`src/design/rtcm_pkg.sv`:
```
// Shared types and constants for the RGB to CMYK converter.
`timescale 1ns / 1ps
`default_nettype none
package rtcm_pkg;

  localparam int CH_NUM = 3;
  localparam int PIX_W  = 8;
  localparam int NUM_W  = 2 * PIX_W;
  localparam int STEPS  = PIX_W;

  localparam logic [PIX_W-1:0] THRESHOLD_RESET = 8'd200;
  localparam logic [PIX_W-1:0] PIX_MAX         = 8'd255;

  // One item as it travels along the divider row.
  typedef struct packed {
    logic [CH_NUM-1:0][NUM_W-1:0] rem;
    logic [CH_NUM-1:0][PIX_W-1:0] quo;
    logic [PIX_W-1:0]             den;
    logic [PIX_W-1:0]             k;
    logic                         blk;
  } cell_data_t;

endpackage
`default_nettype wire

```
`src/design/rgb_to_cmyk_with_yellow_mask.sv`:
```
// RGB to CMYK converter with yellow mask: top level with divider row and output register.
// Pipeline: an accepted item passes the front stage, eight divider cells and the
// output register. Throughput: one item per cycle while m_axis_tready does not stall
// the row; each divider cell resolves one quotient bit.
// Reset: rst synchronous, clears all stage valid bits and sets the threshold to 200.
`timescale 1ns / 1ps
`default_nettype none
module rgb_to_cmyk_with_yellow_mask
  import rtcm_pkg::*;
(
  input  wire logic        clk,
  input  wire logic        rst,
  input  wire logic        cfg_wr_en,
  input  wire logic [7:0]  cfg_wr_data,   // yellow_threshold
  input  wire logic        s_axis_tvalid,
  output logic             s_axis_tready,
  input  wire logic [23:0] s_axis_tdata,  // first_byte, second_byte, third_byte
  output logic             m_axis_tvalid,
  input  wire logic        m_axis_tready,
  output logic [31:0]      m_axis_tdata,  // cyan, magenta, yellow, black
  output logic [0:0]       m_axis_tuser   // yellow_mask
);

  logic [PIX_W-1:0] yellow_threshold;
  cell_data_t       stage_data  [0:STEPS];
  logic             stage_valid [0:STEPS];
  logic             stage_ready [0:STEPS];
  logic             out_ready;
  cell_data_t       last;

  always_ff @(posedge clk) begin
    if (rst) begin
      yellow_threshold <= THRESHOLD_RESET;
    end else if (cfg_wr_en) begin
      yellow_threshold <= cfg_wr_data;
    end
  end

  rtcm_front u_front (
    .clk       (clk),
    .rst       (rst),
    .in_valid  (s_axis_tvalid),
    .in_ready  (s_axis_tready),
    .in_data   (s_axis_tdata),
    .out_valid (stage_valid[0]),
    .out_ready (stage_ready[0]),
    .out_data  (stage_data[0])
  );

  for (genvar j = 0; j < STEPS; j++) begin : g_cell
    rtcm_cell #(
      .STEP (STEPS - 1 - j)
    ) u_cell (
      .clk       (clk),
      .rst       (rst),
      .in_valid  (stage_valid[j]),
      .in_ready  (stage_ready[j]),
      .in_data   (stage_data[j]),
      .out_valid (stage_valid[j+1]),
      .out_ready (stage_ready[j+1]),
      .out_data  (stage_data[j+1])
    );
  end

  assign last      = stage_data[STEPS];
  assign out_ready = !m_axis_tvalid || m_axis_tready;
  assign stage_ready[STEPS] = out_ready;

  always_ff @(posedge clk) begin
    if (rst) begin
      m_axis_tvalid <= 1'b0;
    end else if (out_ready) begin
      m_axis_tvalid <= stage_valid[STEPS];
    end
  end

  // Pure black forces cyan, magenta, yellow and the mask to zero, and black to 255.
  always_ff @(posedge clk) begin
    if (out_ready && stage_valid[STEPS]) begin
      if (last.blk) begin
        m_axis_tdata <= {PIX_MAX, {(CH_NUM*PIX_W){1'b0}}};
        m_axis_tuser <= 1'b0;
      end else begin
        m_axis_tdata <= {last.k, last.quo[2], last.quo[1], last.quo[0]};
        m_axis_tuser <= (last.quo[2] > yellow_threshold);
      end
    end
  end

endmodule
`default_nettype wire

```
`src/design/rtcm_front.sv`:
```
// Front stage: invert channels, find black, form numerators and divisor.
`timescale 1ns / 1ps
`default_nettype none
module rtcm_front
  import rtcm_pkg::*;
(
  input  wire logic                    clk,
  input  wire logic                    rst,
  input  wire logic                    in_valid,
  output logic                         in_ready,
  input  wire logic [CH_NUM*PIX_W-1:0] in_data,
  output logic                         out_valid,
  input  wire logic                    out_ready,
  output cell_data_t                   out_data
);

  logic [CH_NUM-1:0][PIX_W-1:0] inv;
  logic [PIX_W-1:0]             kmin;
  cell_data_t                   data_next;

  always_comb begin
    for (int i = 0; i < CH_NUM; i++) begin
      inv[i] = ~in_data[i*PIX_W +: PIX_W];
    end
    kmin = (inv[0] < inv[1]) ? inv[0] : inv[1];
    if (inv[2] < kmin) begin
      kmin = inv[2];
    end
    data_next = '0;
    for (int i = 0; i < CH_NUM; i++) begin
      // (v - k) * 255 as (d << 8) - d
      data_next.rem[i] = {inv[i] - kmin, {PIX_W{1'b0}}} - {{PIX_W{1'b0}}, inv[i] - kmin};
    end
    data_next.den = ~kmin;
    data_next.k   = kmin;
    data_next.blk = (kmin == PIX_MAX);
  end

  assign in_ready = !out_valid || out_ready;

  always_ff @(posedge clk) begin
    if (rst) begin
      out_valid <= 1'b0;
    end else if (in_ready) begin
      out_valid <= in_valid;
    end
  end

  always_ff @(posedge clk) begin
    if (in_ready && in_valid) begin
      out_data <= data_next;
    end
  end

endmodule
`default_nettype wire

```
`src/design/rtcm_cell.sv`:
```
// Divider cell: one restoring quotient bit for all three channels.
`timescale 1ns / 1ps
`default_nettype none
module rtcm_cell
  import rtcm_pkg::*;
#(
  parameter int STEP = 0
) (
  input  wire logic clk,
  input  wire logic rst,
  input  wire logic in_valid,
  output logic      in_ready,
  input  wire cell_data_t in_data,
  output logic      out_valid,
  input  wire logic out_ready,
  output cell_data_t out_data
);

  logic [NUM_W-1:0] den_shifted;
  cell_data_t       data_next;

  assign den_shifted = {{(NUM_W-PIX_W){1'b0}}, in_data.den} << STEP;

  always_comb begin
    data_next = in_data;
    for (int i = 0; i < CH_NUM; i++) begin
      if (in_data.rem[i] >= den_shifted) begin
        data_next.rem[i]       = in_data.rem[i] - den_shifted;
        data_next.quo[i][STEP] = 1'b1;
      end
    end
  end

  assign in_ready = !out_valid || out_ready;

  always_ff @(posedge clk) begin
    if (rst) begin
      out_valid <= 1'b0;
    end else if (in_ready) begin
      out_valid <= in_valid;
    end
  end

  always_ff @(posedge clk) begin
    if (in_ready && in_valid) begin
      out_data <= data_next;
    end
  end

endmodule
`default_nettype wire
```
`config.mk`:
```
export PLATFORM = sky130hd
export DESIGN_NAME = rgb_to_cmyk_with_yellow_mask
export DESIGN_NICKNAME = d
export VERILOG_FILES = /design/src/design/rtcm_pkg.sv /design/src/design/rgb_to_cmyk_with_yellow_mask.sv /design/src/design/rtcm_front.sv /design/src/design/rtcm_cell.sv
export SDC_FILE = /design/constraint.sdc
export NUM_CORES = 1
export LEC_CHECK = 0
export ABC_AREA = 0
export BUFFER_PORTS_ARGS = -buffer_cell sky130_fd_sc_hd__buf_4
export CAP_MARGIN = 20
export CORE_AREA = 2 2 245 247
export CTS_CLUSTER_SIZE = 28
export DETAILED_ROUTE_END_ITERATION = 7
export DIE_AREA = 0 0 247 249
export PLACE_DENSITY = 0.73
export SLEW_MARGIN = 10
export SYNTH_ARGS = -nofsm -noshare
export SYNTH_HDL_FRONTEND = slang
export SYNTH_SLANG_ARGS = --single-unit
```
`constraint.sdc`:
```
create_clock -name clk -period 10.98 [get_ports clk]
set_input_delay 1.098 -clock clk [delete_from_list [all_inputs] [get_ports clk]]
set_output_delay 1.098 -clock clk [all_outputs]
set_load 0.05 [all_outputs]
```
==> impl_metrics.prom <==
# TYPE chip_impl_metric gauge
chip_impl_metric{name="seqPwrFrac",unit="%"} 45.3
chip_impl_metric{name="die_width",unit="um"} 247
chip_impl_metric{name="cts_made_buffers",unit=""} 70
chip_impl_metric{name="cts-resized-gates",unit=""} 0
chip_impl_metric{name="ios",unit=""} 72
chip_impl_metric{name="grt_pass1_wl",unit="um"} 117000
chip_impl_metric{name="power-per-cell-area",unit="mW/mm2"} 187
chip_impl_info{name="r2r_start",value="g_cell[5].u_cell.out_data[10]$_DFFE_PP_"} 1
chip_impl_info{name="crit_path_top_delay_cell",value="sky130_fd_sc_hd__o21ai_2"} 1
chip_impl_metric{name="via_count_of_the_first_global_routing_pass",unit=""} 22100
chip_impl_metric{name="critical-path-max-stage-delay",unit="ns"} 0.61
chip_impl_metric{name="synth.top_cell.area_share",unit="%"} 57.5
chip_impl_metric{name="number_of_storage_elements_in_the_synthesis_netlist",unit=""} 688
chip_impl_metric{name="gp_congestion",unit=""} 0.938
chip_impl_metric{name="setup-violations-final",unit=""} 0
chip_impl_metric{name="dp.cells",unit=""} 3642
chip_impl_info{name="yosys.area.top_type",value="sky130_fd_sc_hd__edfxtp_1"} 1
chip_impl_metric{name="finish.net_count",unit=""} 3232
chip_impl_metric{name="initialDrtViolationCount",unit=""} 1305
chip_impl_metric{name="post-route-drc-count",unit=""} 0
chip_impl_metric{name="timing.critical_path.buf_inv",unit=""} 5
chip_impl_metric{name="core-area",unit="mm2"} 0.0587
chip_impl_metric{name="synth_cell_types",unit=""} 92
chip_impl_metric{name="p_leak",unit="uW"} 0.0150
chip_impl_info{name="root_buffer",value="sky130_fd_sc_hd__clkbuf_16"} 1
chip_impl_info{name="critPathCaptureType",value="flip-flop"} 1
chip_impl_metric{name="start_util",unit="%"} 59.6
chip_impl_metric{name="fin_crit_sh",unit="%"} 70.4
chip_impl_metric{name="path_max_fanout",unit=""} 20
chip_impl_metric{name="synth_area_per_cell",unit="um2"} 12.4
chip_impl_info{name="tritoncts_clock_tree",value="built"} 1
chip_impl_metric{name="fin_skew",unit="ns"} 0.0318
chip_impl_metric{name="grt_antenna_before_repair",unit=""} 0
chip_impl_metric{name="cts_hold_buf",unit=""} 0
chip_impl_metric{name="post-route-min-period",unit="ns"} 7.73
chip_impl_metric{name="number_of_sinks_handled_by_clock_tree_synthesis",unit=""} 688
chip_impl_metric{name="max_cap_violations",unit=""} 0
chip_impl_info{name="status",value="completed"} 1
chip_impl_metric{name="row_count",unit=""} 89
chip_impl_metric{name="worst_slew_pin_slew",unit="ns"} 0.965
chip_impl_metric{name="synthesis.instances",unit=""} 2829
chip_impl_metric{name="yosysWarningCount",unit=""} 0
chip_impl_metric{name="seq_area_frac_synth",unit="%"} 58.6
chip_impl_metric{name="final_antenna_net_count",unit=""} 0
chip_impl_info{name="ys_dominant_reg_cell",value="sky130_fd_sc_hd__edfxtp_1"} 1
chip_impl_metric{name="final-hold-violation-count",unit=""} 0
chip_impl_metric{name="swShare",unit="%"} 27.7
chip_impl_metric{name="power.clock.fraction",unit="%"} 34.0
chip_impl_metric{name="dpl.hpwl",unit="um"} 58300
chip_impl_metric{name="n_antenna_cell",unit=""} 0
chip_impl_metric{name="wl_per_cell",unit="um"} 20.0
chip_impl_metric{name="maxClockFrequency",unit="GHz"} 0.129
chip_impl_metric{name="worst-r2r-setup-slack",unit="ns"} 6.86
chip_impl_metric{name="power.ir.vdd_worst",unit="uV"} 180
chip_impl_metric{name="die_h",unit="um"} 249
chip_impl_metric{name="pin_count_of_the_biggest_net_entering_global_routing",unit=""} 80
chip_impl_metric{name="track_usage",unit="%"} 24.8
chip_impl_metric{name="final_max_slew_viol_count",unit=""} 0
chip_impl_info{name="hp-start",value="g_cell[2].u_cell.out_data[22]$_SDFFCE_PN1P_"} 1
chip_impl_metric{name="cts_setup_buffers",unit=""} 0
chip_impl_metric{name="final_core_util",unit="%"} 66.3
chip_impl_metric{name="cp_data_required_time",unit="ns"} 11.33
chip_impl_metric{name="numPortBuffers",unit=""} 71
chip_impl_metric{name="cellInternalPower",unit="uW"} 5270
chip_impl_info{name="rsz0062_at_grt",value="no"} 1
chip_impl_metric{name="synthesis.nets",unit=""} 3119
chip_impl_metric{name="multi_input_gate_area_in_the_final_layout",unit="mm2"} 0.0136
chip_impl_info{name="min_path_type",value="flip-flop to flip-flop"} 1
chip_impl_metric{name="path_clk_slew",unit="ns"} 0.06
chip_impl_info{name="setup_crit_path_kind",value="input pin to flip-flop"} 1
chip_impl_metric{name="fillers",unit=""} 4190
chip_impl_metric{name="post_layout_nonfiller_instances",unit=""} 3772
chip_impl_metric{name="firstDrtPassIters",unit=""} 6
chip_impl_info{name="worst_path_dominant_cell_family",value="compound AO/OA/AOI/OAI gates"} 1
chip_impl_metric{name="detail_route.vias_per_cell",unit=""} 5.77
chip_impl_metric{name="p_comb_share",unit="%"} 20.7
chip_impl_metric{name="arrival",unit="ns"} 8.08
chip_impl_metric{name="max_slew_margin",unit="%"} 35.7
chip_impl_info{name="cp-startpoint",value="s_axis_tdata[6]"} 1
chip_impl_metric{name="postRouteWirelength",unit="um"} 75500
chip_impl_metric{name="insertion_delay",unit="ns"} 0.63
chip_impl_metric{name="h-tree-depth",unit=""} 3
chip_impl_metric{name="die_area",unit="mm2"} 0.0615
chip_impl_metric{name="grt.overflow.total",unit=""} 0
chip_impl_metric{name="routed-via-count",unit=""} 21800
chip_impl_metric{name="final-seq-area",unit="mm2"} 0.0205
chip_impl_info{name="start_kind",value="input pin"} 1
chip_impl_metric{name="area.growth.synth_to_final",unit="%"} 11.3
chip_impl_metric{name="p_switching",unit="uW"} 2020
chip_impl_metric{name="setup_tns",unit="ns"} 0
chip_impl_info{name="ys_top_cells_by_area",value="sky130_fd_sc_hd__edfxtp_1 (58%), sky130_fd_sc_hd__ha_1 (8.3%), sky130_fd_sc_hd__xnor2_1 (3.6%)"} 1
chip_impl_metric{name="async_set_reset_flop_share_out_of_synthesis",unit="%"} 0
chip_impl_metric{name="ratio_of_cells_with_drive_above_1_in_the_final_layout",unit="%"} 8.94
chip_impl_metric{name="post_synth_instance_area",unit="mm2"} 0.0350
chip_impl_metric{name="cts_buffer_depth",unit=""} 3
chip_impl_metric{name="number_of_enable_type_register_cells_in_the_synthesized_netlist",unit=""} 670
==> final timing paths <==
path / end / depth (start not counted)
max: u_front.out_data[50]$_DFFE_PP_ / 26
min: g_cell[3].u_cell.out_data[22]$_DFFE_PP_ / 0
max reg2reg: g_cell[6].u_cell.out_data[84]$_DFFE_PP_ / 14
min reg2reg: g_cell[3].u_cell.out_data[22]$_DFFE_PP_ / 0
==> layer usage <==
layer	GRT usage (%)	vias to the layer above	share of wire (%)
li1	-	10700	-
met1	25.8	10400	37
met2	46.5	556	54
met3	3.30	195	3.3
met4	15.4	0	6.4
met5	0	-	0
==> state kept, by name, summed over array words and instances (netlist names) <==
name	flops
g_cell.u_cell.out_data	572
u_front.out_data	65
m_axis_tdata	32
g_cell.u_cell.out_valid	8
yellow_threshold	8
m_axis_tuser	1
m_axis_tvalid	1
u_front.out_valid	1
==> area by class of cell <==
class,count,share of cell area (%)
Multi-Input combinational cell,1883,34.9
Tap cell,773,2.48
Inverter,212,2.05
Timing Repair Buffer,87,1.70
Sequential cell,688,52.6
Clock inverter,42,1.55
Clock buffer,87,4.69
==> stage by stage <==
| stage | worst slack [ns] | area, um2 | hold WS (ns) | total power [uW] |
|---|---|---|---|---|
| global placement | 2.81 | 36500 | 0.401 | 4790 |
| floorplan | 2.73 | 35000 | 0.400 | 4450 |
| detailed placement | 2.66 | 36500 | 0.405 | 4840 |
| finish | 3.25 | 38900 | 0.389 | 7290 |
| CTS | 3.30 | 38900 | 0.384 | 7330 |
| global route | 2.85 | 38900 | 0.395 | 7620 |
==> logic make-up (layout without fill, tap and decap cells) <==
family	Yosys count	in the layout	synth area share [%]
flip-flops	688	688	58.6
adder cells (fa/ha/maj)	260	260	9.71
AND/OR/NAND/NOR	745	745	11.0
multiplexers	24	24	0.705
buffers and inverters	258	428	2.81
AO/OA/AOI/OAI	635	635	11.6
XOR/XNOR	219	219	5.61
==> cells in the final DEF (no fill, tap or decap), types with 18 or more instances in the layout <==
cell type | synthesis | final
sky130_fd_sc_hd__nor3_1 | 41 | 40
sky130_fd_sc_hd__dfxtp_1 | 18 | 18
sky130_fd_sc_hd__xnor2_1 | 144 | 144
sky130_fd_sc_hd__a21o_1 | 134 | 134
sky130_fd_sc_hd__nor4_1 | 26 | 26
sky130_fd_sc_hd__a211oi_1 | 21 | 21
sky130_fd_sc_hd__xor2_1 | 69 | 69
sky130_fd_sc_hd__mux2i_1 | 21 | 21
sky130_fd_sc_hd__nor2b_1 | 81 | 77
sky130_fd_sc_hd__inv_1 | 208 | 208
sky130_fd_sc_hd__ha_1 | 232 | 232
sky130_fd_sc_hd__nor2_1 | 237 | 237
sky130_fd_sc_hd__clkbuf_16 | 0 | 70
sky130_fd_sc_hd__o21ai_0 | 109 | 109
sky130_fd_sc_hd__buf_4 | 0 | 86
sky130_fd_sc_hd__nand2b_1 | 77 | 77
sky130_fd_sc_hd__edfxtp_1 | 670 | 670
sky130_fd_sc_hd__nand4_1 | 27 | 27
sky130_fd_sc_hd__a21oi_1 | 235 | 235
sky130_fd_sc_hd__nand3_1 | 35 | 35
sky130_fd_sc_hd__fa_1 | 21 | 21
sky130_fd_sc_hd__nand2_1 | 120 | 120
==> synth_stat cells (9+ instances only) <==
library cell               number
sky130_fd_sc_hd__nor4_1        26
sky130_fd_sc_hd__nand2_1      120
sky130_fd_sc_hd__nand3_1       35
sky130_fd_sc_hd__a31oi_1       13
sky130_fd_sc_hd__o21a_1         9
sky130_fd_sc_hd__o21ai_0      109
sky130_fd_sc_hd__nor2_1       237
sky130_fd_sc_hd__o31ai_1       17
sky130_fd_sc_hd__a21oi_1      235
sky130_fd_sc_hd__edfxtp_1     670
sky130_fd_sc_hd__a21o_1       134
sky130_fd_sc_hd__nand2b_1      77
sky130_fd_sc_hd__or2_2         15
sky130_fd_sc_hd__or4_1         11
sky130_fd_sc_hd__dfxtp_1       18
sky130_fd_sc_hd__and2_1        12
sky130_fd_sc_hd__ha_1         232
sky130_fd_sc_hd__nand4b_1       9
sky130_fd_sc_hd__clkbuf_1      38
sky130_fd_sc_hd__nor3_1        41
sky130_fd_sc_hd__xnor2_1      144
sky130_fd_sc_hd__fa_1          21
sky130_fd_sc_hd__a211oi_1      21
sky130_fd_sc_hd__xor2_1        69
sky130_fd_sc_hd__mux2i_1       21
sky130_fd_sc_hd__nand4_1       27
sky130_fd_sc_hd__inv_1        208
sky130_fd_sc_hd__and3_1        11
sky130_fd_sc_hd__nor2b_1       81
==> power groups by stage <==
| stage | Combinational, uW | Sequential (uW) | Clock [uW] |
|---|---|---|---|
| after floorplan | 1150 | 3300 | 0 |
| after global placement | 1440 | 3350 | 0 |
| after detailed placement | 1480 | 3360 | 0 |
| after CTS | 1490 | 3300 | 2530 |
| after global routing | 1670 | 3320 | 2640 |
| final | 1510 | 3300 | 2480 |
==> worst reg2reg max path: stages, from the launching register on <==
cell and delay, ns:
sky130_fd_sc_hd__edfxtp_1 0.52, sky130_fd_sc_hd__inv_1 0.17, sky130_fd_sc_hd__ha_1 0.34, sky130_fd_sc_hd__nor2b_1 0.14, sky130_fd_sc_hd__o21ai_0 0.25, sky130_fd_sc_hd__a21oi_1 0.13
sky130_fd_sc_hd__o21ai_0 0.28, sky130_fd_sc_hd__a21oi_1 0.14, sky130_fd_sc_hd__o21ai_0 0.21, sky130_fd_sc_hd__nand2b_1 0.15, sky130_fd_sc_hd__a211o_1 0.34, sky130_fd_sc_hd__or4_1 0.76
sky130_fd_sc_hd__nor3b_1 0.32, sky130_fd_sc_hd__nand2b_1 0.10, sky130_fd_sc_hd__xnor2_1 0.06
No activity file was read; power rests on OpenSTA's default activity.
